==> src/rtl/fme_pkg.sv <==
`timescale 1ns / 1ps
`default_nettype none
// ----------------------------------------------------------------------------
// fme_pkg
// Shared widths, codes and types of the fuzzy membership evaluator.
// ----------------------------------------------------------------------------
package fme_pkg;

   localparam int IN_W     = 16;
   localparam int OUT_FRAC = 15;
   localparam int OUT_W    = OUT_FRAC + 1;
   localparam int SCALE    = OUT_FRAC + 1;
   localparam int SQ_W     = 2 * IN_W;
   localparam int REM_W    = SQ_W + SCALE;
   localparam int QUOT_W   = OUT_FRAC;
   localparam int CSR_IDX_W = 2;

   localparam logic [OUT_W-1:0] ONE_Q = OUT_W'(1) << OUT_FRAC;

   localparam logic [1:0] FUNC_Z  = 2'd0;
   localparam logic [1:0] FUNC_S  = 2'd1;
   localparam logic [1:0] FUNC_PI = 2'd2;

   localparam logic [CSR_IDX_W-1:0] CSR_POINT_A = 2'd0;
   localparam logic [CSR_IDX_W-1:0] CSR_POINT_B = 2'd1;
   localparam logic [CSR_IDX_W-1:0] CSR_POINT_C = 2'd2;
   localparam logic [CSR_IDX_W-1:0] CSR_POINT_D = 2'd3;

   localparam logic signed [IN_W-1:0] POINT_A_RST = -16'sd2560;
   localparam logic signed [IN_W-1:0] POINT_B_RST = 16'sd2560;
   localparam logic signed [IN_W-1:0] POINT_C_RST = 16'sd768;
   localparam logic signed [IN_W-1:0] POINT_D_RST = 16'sd2560;

   typedef struct packed {
      logic spline;
      logic upper;
      logic one;
      logic invert;
      logic deg;
   } ctrl_type;

endpackage
`default_nettype wire

==> src/rtl/fuzzy_membership_eval_core.sv <==
`timescale 1ns / 1ps
`default_nettype none
// ----------------------------------------------------------------------------
// fuzzy_membership_eval_core
// Z, S and Pi spline membership degree of a signed Q8.8 sample, Q1.15 out.
// ----------------------------------------------------------------------------
// Takes one request per clock while the result side keeps up: one decode
// stage, one squaring stage, a chain of 15 division cells that each settle
// one quotient bit of 2*(t/w)^2, and the output register. The division chain
// sets the latency; any stage that holds a request stalls only the stages
// behind it, so bubbles are squeezed out. The user must write the point
// registers through the csr_ port only while no request is in flight; the
// block does not enforce it. Reset: a = -10.0, b = 10.0, c = 3.0, d = 10.0.
// ----------------------------------------------------------------------------
module fuzzy_membership_eval_core (
   input  wire logic                              clock,
   input  wire logic                              reset,
   input  wire logic                              csr_we,
   input  wire logic [fme_pkg::CSR_IDX_W-1:0]     csr_index,
   input  wire logic [fme_pkg::IN_W-1:0]          csr_wdata,
   input  wire logic                              req_valid,
   output logic                                   req_ready,
   input  wire logic [1:0]                        req_func,
   input  wire logic signed [fme_pkg::IN_W-1:0]   req_x_value,
   output logic                                   rsp_valid,
   input  wire logic                              rsp_ready,
   output logic [fme_pkg::OUT_W-1:0]              rsp_membership,
   output logic                                   rsp_degenerate
);
   import fme_pkg::*;

   logic signed [IN_W-1:0] point_a_ff, point_b_ff, point_c_ff, point_d_ff;

   logic            fr_valid, fr_ready;
   logic [IN_W-1:0] fr_t, fr_w;
   ctrl_type        fr_ctrl;

   logic              ch_valid [QUOT_W+1];
   logic              ch_ready [QUOT_W+1];
   logic [REM_W-1:0]  ch_rem   [QUOT_W+1];
   logic [SQ_W-1:0]   ch_den   [QUOT_W+1];
   logic [QUOT_W-1:0] ch_quot  [QUOT_W+1];
   ctrl_type          ch_ctrl  [QUOT_W+1];

   logic              rsp_valid_ff;
   logic [OUT_W-1:0]  membership_ff, membership_in;
   logic              degenerate_ff;
   logic [OUT_W-1:0]  spline_val, base_val;
   ctrl_type          tail;

   always_ff @(posedge clock) begin
      if (reset) begin
         point_a_ff <= POINT_A_RST;
         point_b_ff <= POINT_B_RST;
         point_c_ff <= POINT_C_RST;
         point_d_ff <= POINT_D_RST;
      end else if (csr_we) begin
         case (csr_index)
            CSR_POINT_A: point_a_ff <= $signed(csr_wdata);
            CSR_POINT_B: point_b_ff <= $signed(csr_wdata);
            CSR_POINT_C: point_c_ff <= $signed(csr_wdata);
            CSR_POINT_D: point_d_ff <= $signed(csr_wdata);
            default: ;
         endcase
      end
   end

   fme_front u_front (
      .clock       (clock),
      .reset       (reset),
      .point_a     (point_a_ff),
      .point_b     (point_b_ff),
      .point_c     (point_c_ff),
      .point_d     (point_d_ff),
      .req_valid   (req_valid),
      .req_ready   (req_ready),
      .req_func    (req_func),
      .req_x_value (req_x_value),
      .dn_valid    (fr_valid),
      .dn_ready    (fr_ready),
      .dn_t        (fr_t),
      .dn_w        (fr_w),
      .dn_ctrl     (fr_ctrl)
   );

   fme_square u_square (
      .clock    (clock),
      .reset    (reset),
      .up_valid (fr_valid),
      .up_ready (fr_ready),
      .up_t     (fr_t),
      .up_w     (fr_w),
      .up_ctrl  (fr_ctrl),
      .dn_valid (ch_valid[0]),
      .dn_ready (ch_ready[0]),
      .dn_rem   (ch_rem[0]),
      .dn_den   (ch_den[0]),
      .dn_ctrl  (ch_ctrl[0])
   );

   assign ch_quot[0] = '0;

   for (genvar i = 0; i < QUOT_W; i++) begin : g_cell
      fme_div_cell #(
         .SHIFT (QUOT_W - 1 - i)
      ) u_cell (
         .clock    (clock),
         .reset    (reset),
         .up_valid (ch_valid[i]),
         .up_ready (ch_ready[i]),
         .up_rem   (ch_rem[i]),
         .up_den   (ch_den[i]),
         .up_quot  (ch_quot[i]),
         .up_ctrl  (ch_ctrl[i]),
         .dn_valid (ch_valid[i+1]),
         .dn_ready (ch_ready[i+1]),
         .dn_rem   (ch_rem[i+1]),
         .dn_den   (ch_den[i+1]),
         .dn_quot  (ch_quot[i+1]),
         .dn_ctrl  (ch_ctrl[i+1])
      );
   end

   always_comb begin
      tail       = ch_ctrl[QUOT_W];
      spline_val = tail.upper ? (ONE_Q - OUT_W'(ch_quot[QUOT_W])) : OUT_W'(ch_quot[QUOT_W]);
      if (tail.spline) begin
         base_val = spline_val;
      end else begin
         base_val = tail.one ? ONE_Q : '0;
      end
      membership_in = tail.invert ? (ONE_Q - base_val) : base_val;
   end

   assign ch_ready[QUOT_W] = !rsp_valid_ff || rsp_ready;

   always_ff @(posedge clock) begin
      if (reset) begin
         rsp_valid_ff <= 1'b0;
      end else if (ch_ready[QUOT_W]) begin
         rsp_valid_ff <= ch_valid[QUOT_W];
      end
   end

   always_ff @(posedge clock) begin
      if (ch_ready[QUOT_W] && ch_valid[QUOT_W]) begin
         membership_ff <= membership_in;
         degenerate_ff <= tail.deg;
      end
   end

   assign rsp_valid      = rsp_valid_ff;
   assign rsp_membership = membership_ff;
   assign rsp_degenerate = degenerate_ff;

endmodule
`default_nettype wire

==> src/rtl/fme_front.sv <==
`timescale 1ns / 1ps
`default_nettype none
// ----------------------------------------------------------------------------
// fme_front
// Shape decode: picks the segment, handles steps and saturated regions and
// registers the spline distance and width.
// ----------------------------------------------------------------------------
module fme_front (
   input  wire logic                          clock,
   input  wire logic                          reset,
   input  wire logic signed [fme_pkg::IN_W-1:0] point_a,
   input  wire logic signed [fme_pkg::IN_W-1:0] point_b,
   input  wire logic signed [fme_pkg::IN_W-1:0] point_c,
   input  wire logic signed [fme_pkg::IN_W-1:0] point_d,
   input  wire logic                          req_valid,
   output logic                               req_ready,
   input  wire logic [1:0]                    req_func,
   input  wire logic signed [fme_pkg::IN_W-1:0] req_x_value,
   output logic                               dn_valid,
   input  wire logic                          dn_ready,
   output logic [fme_pkg::IN_W-1:0]           dn_t,
   output logic [fme_pkg::IN_W-1:0]           dn_w,
   output fme_pkg::ctrl_type                  dn_ctrl
);
   import fme_pkg::*;

   logic                    valid_ff;
   logic [IN_W-1:0]         t_ff, t_in;
   logic [IN_W-1:0]         w_ff, w_in;
   ctrl_type                ctrl_ff, ctrl_in;
   logic                    use_cd;
   logic signed [IN_W-1:0]  p, q;
   logic signed [IN_W:0]    pq_sum, x2;
   logic [IN_W:0]           w_d, t_lo, t_hi;

   always_comb begin
      use_cd = (req_func == FUNC_PI) && (req_x_value > point_b) && (req_x_value < point_d);
      p      = use_cd ? point_c : point_a;
      q      = use_cd ? point_d : point_b;
      pq_sum = $signed({p[IN_W-1], p}) + $signed({q[IN_W-1], q});
      x2     = $signed({req_x_value, 1'b0});
      w_d    = {q[IN_W-1], q} - {p[IN_W-1], p};
      t_lo   = {req_x_value[IN_W-1], req_x_value} - {p[IN_W-1], p};
      t_hi   = {q[IN_W-1], q} - {req_x_value[IN_W-1], req_x_value};
      ctrl_in = '0;
      t_in    = '0;
      w_in    = '0;
      case (req_func)
         FUNC_Z, FUNC_S, FUNC_PI: begin
            if (req_func == FUNC_PI) begin
               ctrl_in.deg    = (point_b <= point_a) || (point_d <= point_c);
               ctrl_in.invert = use_cd;
            end else begin
               ctrl_in.invert = (req_func == FUNC_Z);
            end
            if ((req_func == FUNC_PI) && (req_x_value >= point_d)) begin
               ctrl_in.one = 1'b0;
            end else if (q <= p) begin
               ctrl_in.deg = 1'b1;
               ctrl_in.one = (req_x_value > p);
            end else if (req_x_value <= p) begin
               ctrl_in.one = 1'b0;
            end else if (req_x_value >= q) begin
               ctrl_in.one = 1'b1;
            end else begin
               ctrl_in.spline = 1'b1;
               w_in = w_d[IN_W-1:0];
               if (x2 <= pq_sum) begin
                  t_in = t_lo[IN_W-1:0];
               end else begin
                  ctrl_in.upper = 1'b1;
                  t_in = t_hi[IN_W-1:0];
               end
            end
         end
         default: begin
            ctrl_in = '0;
         end
      endcase
   end

   assign req_ready = !valid_ff || dn_ready;

   always_ff @(posedge clock) begin
      if (reset) begin
         valid_ff <= 1'b0;
      end else if (req_ready) begin
         valid_ff <= req_valid;
      end
   end

   always_ff @(posedge clock) begin
      if (req_ready && req_valid) begin
         t_ff    <= t_in;
         w_ff    <= w_in;
         ctrl_ff <= ctrl_in;
      end
   end

   assign dn_valid = valid_ff;
   assign dn_t     = t_ff;
   assign dn_w     = w_ff;
   assign dn_ctrl  = ctrl_ff;

endmodule
`default_nettype wire

==> src/rtl/fme_square.sv <==
`timescale 1ns / 1ps
`default_nettype none
// ----------------------------------------------------------------------------
// fme_square
// Squares distance and width and forms the rounded dividend.
// ----------------------------------------------------------------------------
module fme_square (
   input  wire logic                        clock,
   input  wire logic                        reset,
   input  wire logic                        up_valid,
   output logic                             up_ready,
   input  wire logic [fme_pkg::IN_W-1:0]    up_t,
   input  wire logic [fme_pkg::IN_W-1:0]    up_w,
   input  wire fme_pkg::ctrl_type           up_ctrl,
   output logic                             dn_valid,
   input  wire logic                        dn_ready,
   output logic [fme_pkg::REM_W-1:0]        dn_rem,
   output logic [fme_pkg::SQ_W-1:0]         dn_den,
   output fme_pkg::ctrl_type                dn_ctrl
);
   import fme_pkg::*;

   logic              valid_ff;
   logic [REM_W-1:0]  rem_ff, rem_in;
   logic [SQ_W-1:0]   den_ff, den_in;
   ctrl_type          ctrl_ff;
   logic [SQ_W-1:0]   t_sq;

   always_comb begin
      t_sq   = up_t * up_t;
      den_in = up_w * up_w;
      rem_in = {t_sq, {SCALE{1'b0}}} + REM_W'(den_in >> 1);
   end

   assign up_ready = !valid_ff || dn_ready;

   always_ff @(posedge clock) begin
      if (reset) begin
         valid_ff <= 1'b0;
      end else if (up_ready) begin
         valid_ff <= up_valid;
      end
   end

   always_ff @(posedge clock) begin
      if (up_ready && up_valid) begin
         rem_ff  <= rem_in;
         den_ff  <= den_in;
         ctrl_ff <= up_ctrl;
      end
   end

   assign dn_valid = valid_ff;
   assign dn_rem   = rem_ff;
   assign dn_den   = den_ff;
   assign dn_ctrl  = ctrl_ff;

endmodule
`default_nettype wire

==> src/rtl/fme_div_cell.sv <==
`timescale 1ns / 1ps
`default_nettype none
// ----------------------------------------------------------------------------
// fme_div_cell
// One restoring division step: resolves one quotient bit per cell.
// ----------------------------------------------------------------------------
module fme_div_cell #(
   parameter int SHIFT = 0
) (
   input  wire logic                        clock,
   input  wire logic                        reset,
   input  wire logic                        up_valid,
   output logic                             up_ready,
   input  wire logic [fme_pkg::REM_W-1:0]   up_rem,
   input  wire logic [fme_pkg::SQ_W-1:0]    up_den,
   input  wire logic [fme_pkg::QUOT_W-1:0]  up_quot,
   input  wire fme_pkg::ctrl_type           up_ctrl,
   output logic                             dn_valid,
   input  wire logic                        dn_ready,
   output logic [fme_pkg::REM_W-1:0]        dn_rem,
   output logic [fme_pkg::SQ_W-1:0]         dn_den,
   output logic [fme_pkg::QUOT_W-1:0]       dn_quot,
   output fme_pkg::ctrl_type                dn_ctrl
);
   import fme_pkg::*;

   logic               valid_ff;
   logic [REM_W-1:0]   rem_ff, rem_in;
   logic [SQ_W-1:0]    den_ff;
   logic [QUOT_W-1:0]  quot_ff, quot_in;
   ctrl_type           ctrl_ff;
   logic [REM_W-1:0]   trial;
   logic               fits;

   always_comb begin
      trial   = REM_W'(up_den) << SHIFT;
      fits    = (up_rem >= trial);
      rem_in  = fits ? (up_rem - trial) : up_rem;
      quot_in = {up_quot[QUOT_W-2:0], fits};
   end

   assign up_ready = !valid_ff || dn_ready;

   always_ff @(posedge clock) begin
      if (reset) begin
         valid_ff <= 1'b0;
      end else if (up_ready) begin
         valid_ff <= up_valid;
      end
   end

   always_ff @(posedge clock) begin
      if (up_ready && up_valid) begin
         rem_ff  <= rem_in;
         den_ff  <= up_den;
         quot_ff <= quot_in;
         ctrl_ff <= up_ctrl;
      end
   end

   assign dn_valid = valid_ff;
   assign dn_rem   = rem_ff;
   assign dn_den   = den_ff;
   assign dn_quot  = quot_ff;
   assign dn_ctrl  = ctrl_ff;

endmodule
`default_nettype wire
==> config.mk <==
export PLATFORM = sky130hd
export DESIGN_NAME = fuzzy_membership_eval_core
export DESIGN_NICKNAME = d
export VERILOG_FILES = /design/src/rtl/fme_pkg.sv /design/src/rtl/fuzzy_membership_eval_core.sv /design/src/rtl/fme_front.sv /design/src/rtl/fme_square.sv /design/src/rtl/fme_div_cell.sv
export SDC_FILE = /design/constraint.sdc
export NUM_CORES = 2
export LEC_CHECK = 0
export BUFFER_PORTS_ARGS = -buffer_cell sky130_fd_sc_hd__buf_2
export CAP_MARGIN = 15
export CORE_MARGIN = 5
export CORE_UTILIZATION = 50
export DETAILED_ROUTE_END_ITERATION = 7
export GPL_ROUTABILITY_DRIVEN = 0
export PLACE_DENSITY = 0.74
export SYNTH_ARGS = -nofsm -noshare
export SYNTH_HDL_FRONTEND = slang
export SYNTH_SLANG_ARGS = --single-unit
==> constraint.sdc <==
create_clock -name clock -period 17.09 [get_ports clock]
set_input_delay 1.709 -clock clock [delete_from_list [all_inputs] [get_ports clock]]
set_output_delay 1.709 -clock clock [all_outputs]
set_load 0.005 [all_outputs]
# Yosys cells after proc, flatten, opt, wreduce, memory -nomap -nowiden
# Index checks and enable logic that the tools add are counted.
[totals] regBits=1536 input_bits=41 output_inout_bits=19
[classes] addsub=21 multipliers=2 order_cmp=25 eq_ne=5 muxes=30 bitwise_logic=1 reduce_logical=68
[op_table] op="two-way mux 48 bit" count=14
[op_table] op="two-way mux 16 bit" count=7
[op_table] op="<= comparator 16 bit" count=4
[op_table] op="multiplier 16 x 16 -> 32 bit" count=2
[op_table] op="adder 48 x 31 -> 48 bit" count=1
[op_table] op="greater-or-equal comparator 48 x 32 -> 1 bit" count=1
[op_table] op="greater-or-equal comparator 48 x 33 -> 1 bit" count=1
[op_table] op="greater-or-equal comparator 48 x 34 -> 1 bit" count=1
[op_table] op="greater-or-equal comparator 48 x 35 -> 1 bit" count=1
[op_table] op="greater-or-equal comparator 48 x 36 -> 1 bit" count=1
[op_table] op="greater-or-equal comparator 48 x 37 -> 1 bit" count=1
[op_table] op="greater-or-equal comparator 48 x 38 -> 1 bit" count=1
[op_table] op="greater-or-equal comparator 48 x 39 -> 1 bit" count=1
[op_table] op="greater-or-equal comparator 48 x 40 -> 1 bit" count=1
[op_table] op="greater-or-equal comparator 48 x 41 -> 1 bit" count=1
[op_table] op="greater-or-equal comparator 48 x 42 -> 1 bit" count=1
[op_table] op="greater-or-equal comparator 48 x 43 -> 1 bit" count=1
[op_table] op="greater-or-equal comparator 48 x 44 -> 1 bit" count=1
[op_table] op="greater-or-equal comparator 48 x 45 -> 1 bit" count=1
[op_table] op="greater-or-equal comparator 48 x 46 -> 1 bit" count=1
[op_table] op="subtractor 16 bit" count=3
[op_table] op="subtractor 48 x 33 -> 48 bit" count=1
[op_table] op="subtractor 48 x 34 -> 48 bit" count=1
[op_table] op="subtractor 48 x 35 -> 48 bit" count=1
[op_table] op="32 further kinds" count=103

# Logic depth before layout (Yosys ltp)
[depth] word_depth=20 depth_mapped=40 depth_no_buf=38

# Modules after synthesis
# Synthesis repeated with hierarchy kept, for this count alone.
[hier_totals] hier_cells=10964 hier_area_um2=113990.6
[modules_own_cells] module="fme_square" n_inst=1 cells_each=1876 area_each_um2=18012.3
[modules_own_cells] module="fme_front" n_inst=1 cells_each=846 area_each_um2=7051.8
[modules_own_cells] module="fme_div_cell (g_cell[9].u_cell)" n_inst=1 cells_each=553 area_each_um2=5926.9
[modules_own_cells] module="fme_div_cell (g_cell[10].u_cell)" n_inst=1 cells_each=542 area_each_um2=5854.4
[modules_own_cells] module="fme_div_cell (g_cell[12].u_cell)" n_inst=1 cells_each=557 area_each_um2=5815.6
[modules_own_cells] module="fme_div_cell (g_cell[14].u_cell)" n_inst=1 cells_each=540 area_each_um2=5795.6
[modules_own_cells] module="fme_div_cell (g_cell[7].u_cell)" n_inst=1 cells_each=525 area_each_um2=5713.0
[modules_own_cells] module="fme_div_cell (g_cell[11].u_cell)" n_inst=1 cells_each=527 area_each_um2=5696.7
[modules_own_cells] module="fme_div_cell (g_cell[6].u_cell)" n_inst=1 cells_each=531 area_each_um2=5695.5
[modules_own_cells] module="fme_div_cell (g_cell[13].u_cell)" n_inst=1 cells_each=515 area_each_um2=5690.5
[modules_own_cells] module="fme_div_cell (g_cell[4].u_cell)" n_inst=1 cells_each=499 area_each_um2=5686.7
[modules_own_cells] module="fme_div_cell (g_cell[3].u_cell)" n_inst=1 cells_each=518 area_each_um2=5621.6
[modules_own_cells] module="fme_div_cell (g_cell[8].u_cell)" n_inst=1 cells_each=514 area_each_um2=5596.6
[modules_own_cells] module="fme_div_cell (g_cell[5].u_cell)" n_inst=1 cells_each=507 area_each_um2=5584.1
[modules_own_cells] module="4 more rows"

# Worst setup path before layout
# No wires, ideal clock.
[synth_path] kind="input port to flip-flop" from="input rsp_ready" to="register g_cell[12].u_cell.ctrl_ff (netlist bit g_cell[12].u_cell.dn_ctrl[0]), enable pin" setup_time_ns=0.694 arrival_ns=8.893 setup_slack_ns=7.503 path_stages=3 path_buffers=0 path_cell_list="nor2b_1 -> and3_1 -> a21boi_0"
[synth_via] elab_chain_cells=5
[synth_lines] element="from (decl)" line="fuzzy_membership_eval_core.sv:26" source="input wire logic rsp_ready,"
[synth_lines] element="logical OR 1 bit" line="fuzzy_membership_eval_core.sv:135" source="assign ch_ready[QUOT_W] = !rsp_valid_ff || rsp_ready;"
[synth_lines] element="logical OR 1 bit (3 in a row)" line="fme_div_cell.sv:42" source="assign up_ready = !valid_ff || dn_ready;"
[synth_lines] element="logical AND 1 bit" line="fme_div_cell.sv:53" source="if (up_ready && up_valid) begin"
[synth_lines] element="to (signal assigned)" line="fme_div_cell.sv:57" source="ctrl_ff <= up_ctrl;"
[synth_lines] element="to (decl)" line="fme_div_cell.sv:31" source="ctrl_type ctrl_ff;"
# No other way between the ends.
# A chain may end at the register's enable or synchronous reset.

# Worst setup path in the final report
[layout_path] from="register u_front.w_ff[10] (netlist: u_front.dn_w[10])" to="register u_square.rem_ff[47] (netlist: u_square.dn_rem[47]) (data pin)"
[layout_via] elab_chain_cells=2
[layout_lines] element="from (decl)" line="fme_front.sv:29" source="logic [IN_W-1:0] w_ff, w_in;"
[layout_lines] element="from (signal assigned)" line="fme_front.sv:95" source="w_ff <= w_in;"
[layout_lines] element="multiplier 16 x 16 -> 32 bit" line="fme_square.sv:31" source="den_in = up_w * up_w;"
[layout_lines] element="named net u_square.den_in[23]" line="fme_square.sv:25" source="logic [SQ_W-1:0] den_ff, den_in;"
[layout_lines] element="adder 48 x 31 -> 48 bit" line="fme_square.sv:32" source="rem_in = {t_sq, {SCALE{1'b0}}} + REM_W'(den_in >> 1);"
[layout_lines] element="named net u_square.rem_in[47]" line="fme_square.sv:24" source="logic [REM_W-1:0] rem_ff, rem_in;"
[layout_lines] element="to (signal assigned)" line="fme_square.sv:47" source="rem_ff <= rem_in;"
[layout_lines] element="to (decl)" line="fme_square.sv:24"
# The timed path passes the listed nets, and every way through them passes these cells.

==> impl_metrics.toml <==
[placement]
preCtsSetupSlack_ns = 7.397
port_buffers = 59
dpl.hpwl_um = 163200

[run]
drv_cap = 1

[route]
ant_nets = 0
via_per_inst = 5.664
drc = 0
wl_per_cell_um = 17.60
detailedRoute.firstPassIterationCount = 8
route.vias.total = 67190
drt_iter0_markers = 4485
drt_wl_total_um = 208800

[setup_path]
crit_family = "adder cells"
cpMostUsedCell = "fa_1"
critPathLaunch = "u_front.dn_w[10]$_SDFFCE_PP0P_"
worstSetupPathType = "reg2reg"
r2r_start = "u_front.dn_w[10]$_SDFFCE_PP0P_"
critPathCaptureType = "flip-flop"
critPathBufInv = 4
critPathSlowestCell = "edfxtp_1"
cp.required_ns = 17.63
cp_slowest_stage_delay_ns = 0.74
crit_arrival_ns = 10.12
path_max_fanout = 15
worst_setup_path_start_kind = "flip-flop"

[power]
vdd_ir_drop_max_mv = 0.2220
leakage_uw = 0.04315
powerDensity_mw_per_mm2 = 125.0

[grt]
grt_max_degree = 83
grt_pass1_vias = 68340
antenna_found_initial = 5
grt_usage_pct = 20.79
grt_pass1_wl_um = 340000
grt-ovfl-total = 0

[die]
die_h_um = 446.8
dieArea_mm2 = 0.1997
io_pins = 60
start_util_pct = 50.22
num_rows = 160
core_area_mm2 = 0.1900
die_w_um = 446.8

[clock_tree]
cts_sinks = 1400
post_cts_buffers = 0
root_buffer = "clkbuf_16"
clk_pin_slew_ns = 0.06
holdBufCountCts = 0
insertion_delay_ns = 0.80
cts_made_buffers = 149
cts_buffer_depth = 3
ctsResizeCount = 0
htree_levels = 4
cts_tree = "yes"

[run_status]
violations = "max-capacitance violations"
outcome = "complete, but fails checks"

[finish]
multi_input_area_mm2 = 0.04927
fillers = 15540
ff_latch_area_mm2 = 0.04122
layout.nets = 10450
layout-drive-gt1-share_pct = 5.541
syn_to_final_growth_pct = 8.808

[synth]
ys_warn_count = 0
synthArstFlopShare_pct = 0
synth_cells = 9179
synthDominantCellAreaShare_pct = 41.48
ys_seq_elements = 1400
synth_area_per_cell_um2 = 10.39
synth_ff_type = "edfxtp_1"
synth_commonest_cells = "edfxtp_1 (1,318), inv_1 (1,156), ha_1 (849)"
synthTopCellsByArea = "edfxtp_1 (41%), ha_1 (11%), fa_1 (6.9%), inv_1 (4.5%), xnor2_1 (3.7%)"
yosysSeqAreaShare_pct = 43.20
synth-edff-count = 1318
synth_top_cell_by_area = "edfxtp_1"
yosysMostFrequentCell = "edfxtp_1"
ys_types = 116
syn_nets = 10400
post_synth_instance_area_mm2 = 0.09541

[worst_hold_path]
hp-class = "reg2reg"
hold_path_startpoint = "g_cell[4].u_cell.dn_quot[4]$_DFFE_PP_"

[sta]
setup_ws_ns = 7.513
slew_violations = 0
finalCriticalPeriod_ns = 9.577
finalHoldViolCount = 0
setup_viol = 0
setup_tns_ns = 0
slew_headroom_pct = 1.502
rsz0062_at_grt = "false"
finClkSkew_ns = 0.06459
clock.fmax_mhz = 104.4
post-route-period-util_pct = 56.04
worstMarginPinSlew_ns = 1.464
[where the power goes]
group / switching (uW) / internal, uW
combinational: 3190 / 2200
clock: 1390 / 1960
sequential: 151 / 4090
total: 4730 / 8250
[metal layers]
| metal | GRT usage (%) | share of wire [%] | up-vias |
|---|---|---|---|
| met4 | 12.17 | 6.6 | 6 |
| met2 | 38.61 | 52 | 2108 |
| met3 | 2.824 | 4.5 | 722 |
| li1 | - | - | 32450 |
| met5 | 0 | 0.018 | - |
| met1 | 22.56 | 37 | 31900 |
[cells in the final DEF, fill, tap and decap left out, drive strengths merged, types with 136 or more instances in the layout]
cell and count:
edfxtp 1318, clkbuf 178, o21ai 513, ha 849, a21oi 646, nor3 141, and2 136, inv 1167
xnor2 401, nand2 773, nor2 545, xor2 264, fa 330, a21o 328
[per-stage QoR]
step	hold slack, ns	cell area, um2	power (uW)	instances	util [%]
after global placement	0.4003	98590	9444	11580	51.90
after CTS	0.3970	103800	13010	11860	54.61
after detailed placement	0.4045	98600	9609	11580	51.90
final	0.4050	103800	12980	11860	54.64
after global routing	0.4071	103800	13830	11860	54.64
after floorplan	0.4003	95410	8401	9179	-
[layout make-up]
type | instances | area share (%)
multi-input combinational | 6411 | 47.46
sequential | 1400 | 39.70
inverter | 1160 | 4.194
clock buffer | 178 | 3.746
tap | 2511 | 3.026
clock inverter | 95 | 1.217
timing repair buffer | 104 | 0.6460
antenna | 3 | 0.007231
[cells by family after synthesis]
kind of cell	Yosys count	share of synthesized area (%)
AND/OR/NAND/NOR	2358	11.90
AO/OA/AOI/OAI	2069	13.72
flip-flops	1400	43.20
buffers and inverters	1368	5.438
adder cells (fa/ha/maj)	1180	18.07
XOR/XNOR	666	6.128
multiplexers	138	1.542
[flip-flops by register name, indices dropped and copies added (netlist names), 31 cells and up]
signal / count
g_cell.u_cell.dn_rem: 567
g_cell.u_cell.dn_den: 434
g_cell.u_cell.dn_quot: 120
g_cell.u_cell.dn_ctrl: 75
u_square.dn_rem: 32
u_square.dn_den: 31
[worst paths after layout]
path | to | slack (ns) | cells after the start
setup reg to reg | u_square.dn_rem[47]$_DFFE_PP_ | 7.51 | 33
setup / recovery | u_square.dn_rem[47]$_DFFE_PP_ | 7.51 | 33
hold / removal | g_cell[5].u_cell.dn_quot[5]$_DFFE_PP_ | 0.40 | 0
hold reg to reg | g_cell[5].u_cell.dn_quot[5]$_DFFE_PP_ | 0.40 | 0
Power figures use the tool's default switching activity.
